--- src/rtl/swq_pkg.sv ---
// Package for the semaphore wait-queue table: widths, codes and FSM states.
// No dependencies.
package swq_pkg;
	localparam int MaxProcs = 16;
	localparam int PW = $clog2(MaxProcs);
	localparam int KeyW = 32;

	typedef enum logic [1:0] {
		REQ_ENQ  = 2'd0,
		REQ_DEQ  = 2'd1,
		REQ_HEAD = 2'd2,
		REQ_REM  = 2'd3
	} req_t;

	localparam logic [1:0] ST_OK      = 2'd0;
	localparam logic [1:0] ST_FULL    = 2'd1;
	localparam logic [1:0] ST_MISSING = 2'd2;

	typedef enum logic [2:0] {
		S_IDLE,
		S_SCAN,
		S_WALK,
		S_EXEC,
		S_OUT
	} state_t;
endpackage

--- src/rtl/swq_if.sv ---
// Valid/ready channel interfaces for the wait-queue table.
// Depends on swq_pkg.
interface swq_req_if import swq_pkg::*; ();
	logic          valid;
	logic          ready;
	logic [1:0]    req_type;
	logic [KeyW-1:0] sem_key_in;
	logic [3:0]    proc_in;
	modport source (output valid, req_type, sem_key_in, proc_in, input ready);
	modport sink   (input valid, req_type, sem_key_in, proc_in, output ready);
endinterface

interface swq_rsp_if ();
	logic       valid;
	logic       ready;
	logic [1:0] status;
	logic [3:0] proc_out;
	modport source (output valid, status, proc_out, input ready);
	modport sink   (input valid, status, proc_out, output ready);
endinterface

--- src/rtl/semaphore_wait_queue_table.sv ---
// Semaphore wait-queue table top level: descriptor/process memories and sequencer.
// Depends on swq_pkg and swq_if.
//
//  channel  | dir | payload                         | handshake
//  req      | in  | req_type, sem_key_in, proc_in   | valid/ready
//  rsp      | out | status, proc_out                | valid/ready
//
// One item at a time. Key lookup sweeps the descriptor memory one entry a
// cycle; remove walks the waiter links one process at a time. Reset clears
// the act_q (descriptor active) and blk_q (process blocked) flags at once.
// A result waits in the output register; the next item is taken in the cycle
// after the result leaves.
module semaphore_wait_queue_table import swq_pkg::*; (
	input  logic         clk,
	input  logic         arst_n,
	swq_req_if.sink      req,
	swq_rsp_if.source    rsp
);
	// descriptor memory: {key, first, last}; process memory: {link, desc}
	logic [KeyW+2*PW-1:0] dmem [MaxProcs];
	logic [2*PW-1:0]      pmem [MaxProcs];
	logic [MaxProcs-1:0]  act_q, blk_q;

	state_t st_q, st_d;
	req_t   rt_q;
	logic [KeyW-1:0] key_q;
	logic [PW-1:0]   p_q;
	logic            pin_ok_q;

	// scan/walk bookkeeping
	logic [PW:0]   cnt_q;     // scan index, one bit wider to hold MaxProcs
	logic          hit_q;     // key match found
	logic [PW-1:0] hit_d_q;   // matched descriptor
	logic [PW-1:0] dd_q;      // descriptor in use for remove
	logic [PW-1:0] first_q, last_q;
	logic [PW-1:0] cur_q, prev_q;
	logic          prev_v_q, found_q;
	logic [PW-1:0] link_cur_q;

	// memory read ports
	logic [PW-1:0]        draddr, praddr;
	logic [KeyW+2*PW-1:0] drd_q;
	logic [2*PW-1:0]      prd_q;
	logic [PW-1:0]        draddr_q;
	logic                 drv_q;

	logic [1:0]    stat_q;
	logic [PW-1:0] pout_q;

	// lowest free descriptor
	logic          free_v;
	logic [PW-1:0] free_i;
	always_comb begin
		free_v = 1'b0;
		free_i = '0;
		for (int i = MaxProcs-1; i >= 0; i--) begin
			if (!act_q[i]) begin
				free_v = 1'b1;
				free_i = PW'(i);
			end
		end
	end

	always_comb begin
		st_d = st_q;
		unique case (st_q)
			S_IDLE: if (req.valid) st_d = S_SCAN;
			S_SCAN: if (cnt_q == (PW+1)'(MaxProcs)) st_d = (rt_q == REQ_REM) ? S_WALK : S_EXEC;
			S_WALK: if (cnt_q == (PW+1)'(MaxProcs)) st_d = S_EXEC;
			S_EXEC: st_d = S_OUT;
			S_OUT:  if (rsp.ready) st_d = S_IDLE;
			default: st_d = S_IDLE;
		endcase
	end

	always_comb begin
		req.ready = (st_q == S_IDLE);
		rsp.valid = (st_q == S_OUT);
	end
	assign rsp.status   = stat_q;
	assign rsp.proc_out = 4'(pout_q);

	// read addresses: scan sweeps descriptors; remove walks processes
	always_comb begin
		draddr = cnt_q[PW-1:0];
		praddr = (st_q == S_WALK) ? cur_q : p_q;
		if (rt_q == REQ_REM) draddr = dd_q;
	end

	always_ff @(posedge clk) begin
		drd_q    <= dmem[draddr];
		prd_q    <= pmem[praddr];
		draddr_q <= draddr;
	end

	// write side (only in S_EXEC)
	logic          dwe, pwe, pwe2;
	logic [PW-1:0] dwa, pwa, pwa2;
	logic [KeyW+2*PW-1:0] dwd;
	logic [2*PW-1:0] pwd, pwd2;
	logic [MaxProcs-1:0] act_d, blk_d;
	logic [1:0]    stat_d;
	logic [PW-1:0] pout_d;
	logic [KeyW-1:0] hkey;
	logic [PW-1:0] hfirst, hlast;

	always_comb begin
		{hkey, hfirst, hlast} = drd_q;
	end

	always_comb begin
		dwe = 1'b0; pwe = 1'b0; pwe2 = 1'b0;
		dwa = hit_d_q; pwa = p_q; pwa2 = '0;
		dwd = '0; pwd = '0; pwd2 = '0;
		act_d = act_q; blk_d = blk_q;
		stat_d = ST_MISSING; pout_d = '0;
		if (st_q == S_EXEC) begin
			unique case (rt_q)
				REQ_ENQ: begin
					if (pin_ok_q && !blk_q[p_q]) begin
						if (hit_q) begin
							dwe = 1'b1; dwa = hit_d_q;
							dwd = {key_q, first_q, p_q};
							pwe2 = 1'b1; pwa2 = last_q;
							pwd2 = {p_q, hit_d_q};
							pwe = 1'b1; pwd = {p_q, hit_d_q};
							blk_d[p_q] = 1'b1;
							stat_d = ST_OK; pout_d = p_q;
						end else if (free_v) begin
							dwe = 1'b1; dwa = free_i;
							dwd = {key_q, p_q, p_q};
							act_d[free_i] = 1'b1;
							pwe = 1'b1; pwd = {p_q, free_i};
							blk_d[p_q] = 1'b1;
							stat_d = ST_OK; pout_d = p_q;
						end else begin
							stat_d = ST_FULL;
						end
					end
				end
				REQ_DEQ, REQ_HEAD: begin
					if (hit_q) begin
						stat_d = ST_OK; pout_d = first_q;
						if (rt_q == REQ_DEQ) begin
							blk_d[first_q] = 1'b0;
							if (first_q == last_q) act_d[hit_d_q] = 1'b0;
							else begin
								dwe = 1'b1; dwa = hit_d_q;
								dwd = {key_q, link_cur_q, last_q};
							end
						end
					end
				end
				REQ_REM: begin
					if (found_q) begin
						stat_d = ST_OK; pout_d = p_q;
						blk_d[p_q] = 1'b0;
						if (first_q == p_q && last_q == p_q) act_d[dd_q] = 1'b0;
						else begin
							dwe = 1'b1; dwa = dd_q;
							dwd = {key_q,
								prev_v_q ? first_q : link_cur_q,
								(p_q == last_q && prev_v_q) ? prev_q : last_q};
							if (prev_v_q) begin
								pwe2 = 1'b1; pwa2 = prev_q;
								pwd2 = {link_cur_q, dd_q};
							end
						end
					end
				end
				default: ;
			endcase
		end
	end

	// process memory has two writes only on enqueue append (link of last,
	// desc of new); merge as field writes of two entries over one port each
	logic [PW-1:0] plink [MaxProcs];
	logic [PW-1:0] pdesc [MaxProcs];
	always_ff @(posedge clk) begin
		if (dwe) dmem[dwa] <= dwd;
		if (pwe) pdesc[pwa] <= pwd[PW-1:0];
		if (pwe2) plink[pwa2] <= pwd2[2*PW-1:PW];
	end
	always_comb begin
		for (int i = 0; i < MaxProcs; i++) pmem[i] = {plink[i], pdesc[i]};
	end

	always_ff @(posedge clk or negedge arst_n) begin
		if (!arst_n) begin
			st_q <= S_IDLE;
			act_q <= '0;
			blk_q <= '0;
			drv_q <= 1'b0;
		end else begin
			st_q <= st_d;
			act_q <= act_d;
			blk_q <= blk_d;
			drv_q <= (st_q == S_SCAN) || (st_q == S_WALK);
		end
	end

	// sequencer datapath
	always_ff @(posedge clk) begin
		unique case (st_q)
			S_IDLE: begin
				rt_q     <= req_t'(req.req_type);
				key_q    <= req.sem_key_in;
				p_q      <= PW'(req.proc_in);
				pin_ok_q <= (32'(req.proc_in) < 32'(MaxProcs));
				cnt_q    <= '0;
				hit_q    <= 1'b0;
				found_q  <= 1'b0;
				prev_v_q <= 1'b0;
			end
			S_SCAN: begin
				if (cnt_q == (PW+1)'(MaxProcs)) cnt_q <= '0;
				else cnt_q <= cnt_q + 1'b1;
				if (rt_q == REQ_REM) begin
					// first cycle reads pmem[p]; then dmem[dd]
					if (cnt_q == '0) begin
						dd_q <= '0;
					end else if (cnt_q == (PW+1)'(1)) begin
						dd_q <= prd_q[PW-1:0];
					end else if (cnt_q == (PW+1)'(3)) begin
						{key_q, first_q, last_q} <= drd_q;
						cur_q <= drd_q[2*PW-1:PW];
					end
				end else begin
					if (drv_q && !hit_q && act_q[draddr_q] && hkey == key_q) begin
						hit_q <= 1'b1;
						hit_d_q <= draddr_q;
						first_q <= hfirst;
						last_q <= hlast;
						// dequeue needs the link of the head
						link_cur_q <= plink[hfirst];
					end
				end
			end
			S_WALK: begin
				// cur_q presented; link available next cycle, so step only when cnt_q is odd
				if (!blk_q[p_q] || !pin_ok_q || !act_q[dd_q]) begin
					cnt_q <= (PW+1)'(MaxProcs);
				end else if (!found_q && cnt_q[0]) begin
					if (cur_q == p_q) begin
						found_q <= 1'b1;
						link_cur_q <= prd_q[2*PW-1:PW];
						cnt_q <= (PW+1)'(MaxProcs);
					end else if (cur_q == last_q) begin
						cnt_q <= (PW+1)'(MaxProcs);
					end else begin
						prev_q <= cur_q;
						prev_v_q <= 1'b1;
						cur_q <= prd_q[2*PW-1:PW];
						cnt_q <= '0;
					end
				end else begin
					cnt_q <= cnt_q + 1'b1;
				end
			end
			S_EXEC: begin
				stat_q <= stat_d;
				pout_q <= pout_d;
			end
			default: ;
		endcase
	end
endmodule

--- src/flat_wrapper.sv ---
// flat-port wrapper written by rule: the top's interface ports become plain ports
module semaphore_wait_queue_table_flat import swq_pkg::*;
  (clk, arst_n, req_valid, req_req_type, req_sem_key_in, req_proc_in, req_ready, rsp_valid, rsp_status, rsp_proc_out, rsp_ready);
  swq_req_if req_i ();
  swq_rsp_if rsp_i ();
  input  logic clk;
  input  logic arst_n;
  input wire logic [$bits(req_i.valid)-1:0] req_valid;
  input wire logic [$bits(req_i.req_type)-1:0] req_req_type;
  input wire logic [$bits(req_i.sem_key_in)-1:0] req_sem_key_in;
  input wire logic [$bits(req_i.proc_in)-1:0] req_proc_in;
  output wire logic [$bits(req_i.ready)-1:0] req_ready;
  output wire logic [$bits(rsp_i.valid)-1:0] rsp_valid;
  output wire logic [$bits(rsp_i.status)-1:0] rsp_status;
  output wire logic [$bits(rsp_i.proc_out)-1:0] rsp_proc_out;
  input wire logic [$bits(rsp_i.ready)-1:0] rsp_ready;
  assign req_i.valid = req_valid;
  assign req_i.req_type = req_req_type;
  assign req_i.sem_key_in = req_sem_key_in;
  assign req_i.proc_in = req_proc_in;
  assign req_ready = req_i.ready;
  assign rsp_valid = rsp_i.valid;
  assign rsp_status = rsp_i.status;
  assign rsp_proc_out = rsp_i.proc_out;
  assign rsp_i.ready = rsp_ready;
  semaphore_wait_queue_table u_core (.clk(clk), .arst_n(arst_n), .req(req_i), .rsp(rsp_i));
endmodule
--- config.mk ---
export PLATFORM = sky130hd
export DESIGN_NAME = semaphore_wait_queue_table_flat
export DESIGN_NICKNAME = d
export VERILOG_FILES = /design/src/rtl/swq_pkg.sv /design/src/rtl/swq_if.sv /design/src/rtl/semaphore_wait_queue_table.sv /design/src/flat_wrapper.sv
export SDC_FILE = /design/constraint.sdc
export NUM_CORES = 1
export LEC_CHECK = 0
export ABC_AREA = 1
export ABC_CLOCK_PERIOD_IN_PS = 11200
export BUFFER_PORTS_ARGS = -buffer_cell sky130_fd_sc_hd__buf_2
export CORE_MARGIN = 5
export CORE_UTILIZATION = 40
export DETAILED_ROUTE_END_ITERATION = 6
export PLACE_DENSITY = 0.53
export RECOVER_POWER = 100
export SLEW_MARGIN = 20
export SYNTH_ARGS = -nofsm -noshare
export SYNTH_HDL_FRONTEND = slang
export SYNTH_SLANG_ARGS = --single-unit
--- constraint.sdc ---
create_clock -name clk -period 11.2 [get_ports clk]
set_clock_uncertainty 0.15 [all_clocks]
set_input_delay 0.56 -clock clk [delete_from_list [all_inputs] [get_ports clk]]
set_output_delay 0.56 -clock clk [all_outputs]
set_load 0.005 [all_outputs]
==> reports/metrics.yaml, run 1 <==
netlist_instances: 3670
postLayoutCoreUtil_pct: 45.4
crit_type: "reg2reg"
cp_num_buf_inv: 4
synthDistinctLibCells: 56
hold_path.class: "in2reg"
grt_usage_pct: 19.5
cts_tree: "yes"
h-tree-depth: 3
arrival_ns: 7.86
gr-total-overflow: 0
hp-start: "req_sem_key_in[1]"
hold_viol: 0
first_pass_iters: 6
rsz0062_at_grt: "false"
ir_worst_vdd_v: 0.000253
drc_errors: 0
post_cts_buffers: 0
tightest_slew_ns: 4.32
cp_top_family: "simple AND/OR/NAND/NOR gates"
cp-start-kind: "flop"
synth_area_um2: 40600
status: "finished, violations left"
die_y_um: 328
p_per_area_nw_per_um2: 259
fmax_mhz: 130
wirelength_um: 107000
vias: 27267
rr_endpoint: "u_core.dmem[10][32]"
critPathMaxFanout: 33
die_w_um: 328
first_global_vias: 26066
synth_edf_count: 848
ys_warn_count: 0
syn_nets: 3719
diodes: 0
cp_num_cells: 11
synth_seq_area_share_pct: 67.6
ctsHoldBuffers: 16
grt_max_degree: 229
root_buffer: "clkbuf_16"
area_growth_pct: 12.3
initial_core_util_pct: 40.4
die-area_um2: 108000
detail_route.wl_per_cell_um: 20.9
period_share_pct: 68.7
cp-end-kind: "flop"
gp_congestion: 0.880
crit_start: "u_core.st_q[1]"
num_io_pins: 50
maxSlewHeadroom_pct: -188
synth_area_per_cell_um2: 11.1
p_leak_uw: 0.0168
post_cts_resized: 0
port_buffers: 49
synth_ff_type: "edfxtp_1"
crit_slowest_cell: "nor2_1"
fin_setup_tns_ns: 0
synthArstFlopShare_pct: 3.85
antenna_found_initial: 0
crit_required_ns: 11.37
rrSetupSlack_ns: 3.51
cts.clk_slew.worst_paths_ns: 0.06
grt_pass1_wl_um: 162000
ant_nets: 0
failed_checks: "capacitance limit, slew limit"
hold_depth: 3
final-setup-viol-count: 0
ys_seq_elements: 936
clock_path_buffers: 3
worstReg2RegStart: "u_core.st_q[1]"
clk_latency_ns: 0.68
cts_buffers: 100
drt_iter0_markers: 2663
fin_nets: 3735
drv_slew: 800
path_cells: "inv_1 -> nor3_1 -> inv_1 -> nor2_1 -> o21ai_0 -> nand2_4 -> inv_1 -> nor2_1 -> nand2_1 -> nor2_1 -> buf_4"
max_stage_delay_ns: 1.64
layout-drive-gt1-share_pct: 6.31
reg2regPathDepth: 11
rows: 116
drv_cap: 28
dp_hpwl_um: 63000
vias_per_cell: 5.32
clock-sinks: 936
finalCriticalPeriod_ns: 7.69
critPathCapture: "u_core.dmem[10][32]"
core_area_um2: 100000
-- worst min path at each step --
stage                                  end  slack [ns]
after floorplan            u_core.act_q[0]        0.11
after global placement    u_core.last_q[0]        0.24
after detailed placement  u_core.last_q[0]        0.25
after CTS                 u_core.key_q[13]       0.005
after global routing       u_core.key_q[1]        0.05
final                      u_core.key_q[1]        0.06
-- metal layers --
metal / track usage, % / up-vias / part of all wire [%]
met5: 0 / - / 0
met4: 5.49 / 0 / 2.5
met3: 2.24 / 152 / 5.0
met2: 31.9 / 762 / 47
met1: 27.7 / 13348 / 45
li1: - / 13005 / -
-- metrics by stage --
step | total power, uW | hold WS, ns | worst slack (ns) | cells | area [um^2]
final | 11800 | 0.0577 | 3.51 | 5127 | 45600
after global routing | 12500 | 0.0451 | 3.06 | 5127 | 45600
after CTS | 11900 | 0.00550 | 6.21 | 5126 | 45800
after detailed placement | 8430 | 0.248 | 6.22 | 4924 | 42300
after global placement | 8400 | 0.238 | 6.31 | 4924 | 42300
after floorplan | 7170 | 0.114 | 7.10 | 3670 | 40600
-- synth_stat cells (14+ instances only) --
cell	instances	area, um^2
o211ai_1	150	1130
buf_1	15	56.3
clkbuf_1	141	529
a22oi_1	14	105
inv_1	500	1880
buf_2	34	170
a21oi_1	267	1340
nand2_1	481	1810
nand3_1	264	1320
dfxtp_1	52	1040
dfrtp_1	36	901
nand4_1	16	100
o22ai_1	25	156
o221ai_1	47	412
a221oi_1	17	149
o21ai_0	319	1600
nor2_1	257	965
edfxtp_1	848	25500
nor3_1	22	110
xor2_1	23	201
-- flip-flops by register name (all words and copies together) (netlist names), 2 cells and up --
register,flops
u_core.st_q,3
u_core.hit_d_q,4
u_core.rsp.status,2
u_core.prd_q,8
u_core.cnt_q,5
u_core.act_q,16
u_core.plink,64
u_core.dd_q,4
u_core.prev_q,4
u_core.rsp.proc_out,4
u_core.key_q,32
u_core.drd_q,40
u_core.link_cur_q,4
u_core.pdesc,64
u_core.rt_q,2
u_core.blk_q,16
u_core.draddr_q,4
u_core.dmem,640
u_core.cur_q,4
u_core.p_q,4
u_core.first_q,4
u_core.last_q,4
-- cell usage in the layout (no fill, tap or decap), drive strengths merged, types with 2 or more instances in the layout --
cell type / netlist / routed
a21oi: 269 / 269
a221oi: 17 / 17
a22o: 4 / 4
a22oi: 14 / 14
a31oi: 9 / 9
buf: 58 / 67
bufinv: 0 / 13
clkbuf: 143 / 175
clkinv: 1 / 27
clkinvlp: 0 / 2
dfrtp: 36 / 36
dfxtp: 52 / 52
dlygate4sd3: 0 / 16
edfxtp: 848 / 848
ha: 7 / 7
inv: 512 / 514
nand2: 491 / 491
nand3: 268 / 268
nand4: 16 / 16
nor2: 268 / 268
nor3: 24 / 24
nor3b: 3 / 3
nor4: 7 / 7
o2111ai: 3 / 3
o211ai: 150 / 150
o21ai: 330 / 330
o221ai: 47 / 47
o22ai: 25 / 25
o311ai: 7 / 7
o31ai: 2 / 2
o32ai: 11 / 11
o41ai: 6 / 6
xnor2: 12 / 12
xor2: 23 / 23
-- power breakdown --
group	switching (uW)	total [uW]	internal, uW
registers	258	4520	4260
clock network	1370	3420	2050
logic	2760	3850	1090
-- worst min-delay path, cell delays in order --
cell	delay, ns
buf_2	0.11
nand2_1	0.05
nand2_1	0.05
-- cells by family after synthesis --
logic type | Yosys count | synth area share (%)
simple gates | 1078 | 11.4
flops | 936 | 67.6
compound gates | 899 | 13.2
buf+inv | 714 | 6.83
xor+xnor | 35 | 0.756
fa+ha+maj | 7 | 0.216
mux | 1 | 0.0278
-- area by class of cell --
cell class	count	area [um^2]
fill	9411	54900
sequential	936	27400
multi-input combinational	2020	10400
clock buffer	143	2820
inverter	513	1930
tap	1357	1700
timing repair buffer	115	724
clock inverter	43	604
(Power assumes the default switching activity.)
==> inputs of run 2 (changes only) <==
--- a/config.mk
+++ b/config.mk
@@ -6,7 +6,7 @@
 export NUM_CORES = 1
 export LEC_CHECK = 0
 export ABC_AREA = 1
-export ABC_CLOCK_PERIOD_IN_PS = 11200
+export ABC_CLOCK_PERIOD_IN_PS = 7300
 export BUFFER_PORTS_ARGS = -buffer_cell sky130_fd_sc_hd__buf_2
 export CORE_MARGIN = 5
 export CORE_UTILIZATION = 40
==> constraint.sdc (replaced) <==
create_clock -name clk -period 7.3 [get_ports clk]
set_clock_uncertainty 0.15 [all_clocks]
set_input_delay 0.365 -clock clk [delete_from_list [all_inputs] [get_ports clk]]
set_output_delay 0.365 -clock clk [all_outputs]
set_load 0.005 [all_outputs]
==> reports/metrics.yaml, run 2 (synthesized netlist as in run 1, its figures left out) <==
port_buffers: 49  # unchanged
post_cts_buffers: 0  # unchanged
drv_slew: 647  # -19%
largest_reg_flops: 640  # unchanged
rows: 116  # unchanged
cp-start-kind: "flop"
wirelength_um: 109000  # +1.5%
path_cells: "inv_1 -> ha_1 -> inv_1 -> nor2_1 -> inv_1 -> nor2_1 -> nand2_1 -> nand2_1 -> inv_1 -> nor2_1 -> nand2_1 -> nor2_4 -> clkbuf_2"
crit_required_ns: 7.40  # -3.97 ns
crit_start: "u_core.rt_q[0]"
fmax_mhz: 174  # +34%
cts_tree: "yes"
hold_viol: 0  # unchanged
rsz0062_at_grt: "false"
cp_num_buf_inv: 5  # +1
vias_per_cell: 5.26  # -1.1%
fin_nets: 3766  # +0.83%
cp-end-kind: "flop"
p_per_area_nw_per_um2: 393  # +52%
grt_max_degree: 245  # +7.0%
antenna_found_initial: 3  # +3
drt_iter0_markers: 2841  # +6.7%
h-tree-depth: 3  # unchanged
die_w_um: 328  # unchanged
worstReg2RegStart: "u_core.rt_q[0]"
grt_usage_pct: 19.7  # +0.26 points
hold_path.class: "reg2reg"
critPathMostFrequentCell: "inv_1"
reg2regPathDepth: 13  # +2
arrival_ns: 5.84  # -2.02 ns
fin_setup_tns_ns: 0  # unchanged
crit_slowest_cell: "clkbuf_2"
reg_top3: "u_core.dmem: 640 flops, u_core.pdesc: 64 flops, u_core.plink: 64 flops"
cp_top_family: "buffers and inverters"
critPathMaxFanout: 40  # +21%
finalCriticalPeriod_ns: 5.74  # -1.95 ns
final_common_cell: "edfxtp_1"
first_global_vias: 25672  # -1.5%
n_fill_cell: 9421  # +0.11%
crit_type: "reg2reg"
rrSetupSlack_ns: 1.56  # -1.95 ns
detail_route.wl_per_cell_um: 21.0  # +0.81%
failed_checks: "capacitance limit, slew limit"
tightest_slew_ns: 3.33  # -0.983 ns
dp_hpwl_um: 64400  # +2.3%
period_share_pct: 78.6  # +9.9 points
final_cell_mix: "848 x edfxtp_1, 505 x inv_1, 489 x nand2_1, 321 x o21ai_0, 267 x a21oi_1"
root_buffer: "clkbuf_16"
grt_pass1_wl_um: 163000  # +0.57%
p_leak_uw: 0.0169  # +0.34%
maxSlewHeadroom_pct: -122  # +66 points
clock-sinks: 936  # unchanged
cts_buffers: 99  # -1.0%
min_to: "u_core.last_q[0]"
drc_errors: 0  # unchanged
hold_depth: 0  # -3
status: "finished, violations left"
power_uw: 18000  # +53%
layout-drive-gt1-share_pct: 6.81  # +0.50 points
die-area_um2: 108000  # unchanged
area_growth_pct: 12.8
ir_worst_vdd_v: 0.000401  # +58%
ant_nets: 0  # unchanged
max_stage_delay_ns: 1.25  # -0.39 ns
largest-register: "u_core.dmem"
final-setup-viol-count: 0  # unchanged
diodes: 0  # unchanged
rr_endpoint: "u_core.dmem[0][10]"
cts.clk_slew.worst_paths_ns: 0.06  # about the same
num_io_pins: 50  # unchanged
gr-total-overflow: 0  # unchanged
core_area_um2: 100000  # unchanged
clk_latency_ns: 0.69  # about the same
die_y_um: 328  # unchanged
hp-start: "u_core.drd_q[0]"
first_pass_iters: 6  # unchanged
gp_congestion: 0.896  # +1.8%
drv_cap: 20  # -29%
clock_path_buffers: 3  # unchanged
vias: 27139  # -0.47%
initial_core_util_pct: 40.4  # unchanged
## run 2: cell count changes in the layout (fill, tap and decap cells not counted), sizes merged
cell         before  now
clkinv           27   38
clkbuf          175  179
bufinv           13    6
dlygate4sd3      16   41
## run 2: final cells by class
class                      count  area (um^2)  share of cell area, %
sequential                   936        27400                   59.9
timing repair buffer         147         1020                   2.23
inverter                     513         1930                   4.21
tap                         1357         1700                   3.71
clock inverter                47          458                   1.00
multi-input combinational   2020        10500                   22.9
clock buffer                 140         2760                   6.04
## run 2: report_power, final
part	leakage, uW	internal (uW)	total, uW	switching (uW)
clock network	0.00158	2860	4960	2100
logic	0.00637	1650	6110	4460
registers	0.00894	6540	6920	389
total	0.0169	11000	18000	6940
## run 2: worst max path at each step
stage,end,slack (ns),depth (start not counted)
final,u_core.dmem[0][10],1.56,13
after global routing,u_core.dmem[0][24],1.23,13
after CTS,u_core.dmem[5][14],2.62,13
after detailed placement,u_core.dmem[1][8],2.60,13
after global placement,u_core.dmem[11][26],2.65,13
after floorplan,u_core.dmem[12][0],3.20,12
## run 2: what timing repair did
action	in CTS	in global routing
endpoints found under the hold margin	76	0
resized for setup	0	0
hold buffers	41	0
## run 2: per-layer routing
layer / share of wire (%) / GRT usage, % / vias up / wire (um)
li1: - / - / 13046 / -
met3: 6.1 / 3.27 / 178 / 6660
met4: 2.9 / 5.74 / 2 / 3200
met5: 0.012 / 0 / - / 13
met2: 46 / 31.1 / 874 / 49500
met1: 45 / 28.4 / 13039 / 49300
## run 2: stage by stage
| step | instances | instance area [um^2] | util, % | setup slack [ns] | hold WS, ns |
|---|---|---|---|---|---|
| final | 5160 | 45700 | 45.5 | 1.56 | 0.253 |
| after floorplan | 3670 | 40600 | - | 3.20 | -0.0806 |
| after detailed placement | 4932 | 42400 | 42.2 | 2.60 | 0.246 |
| after global routing | 5160 | 45700 | 45.5 | 1.23 | 0.265 |
| after global placement | 4930 | 42300 | 42.1 | 2.65 | 0.241 |
| after CTS | 5160 | 46000 | 45.8 | 2.62 | 0.221 |
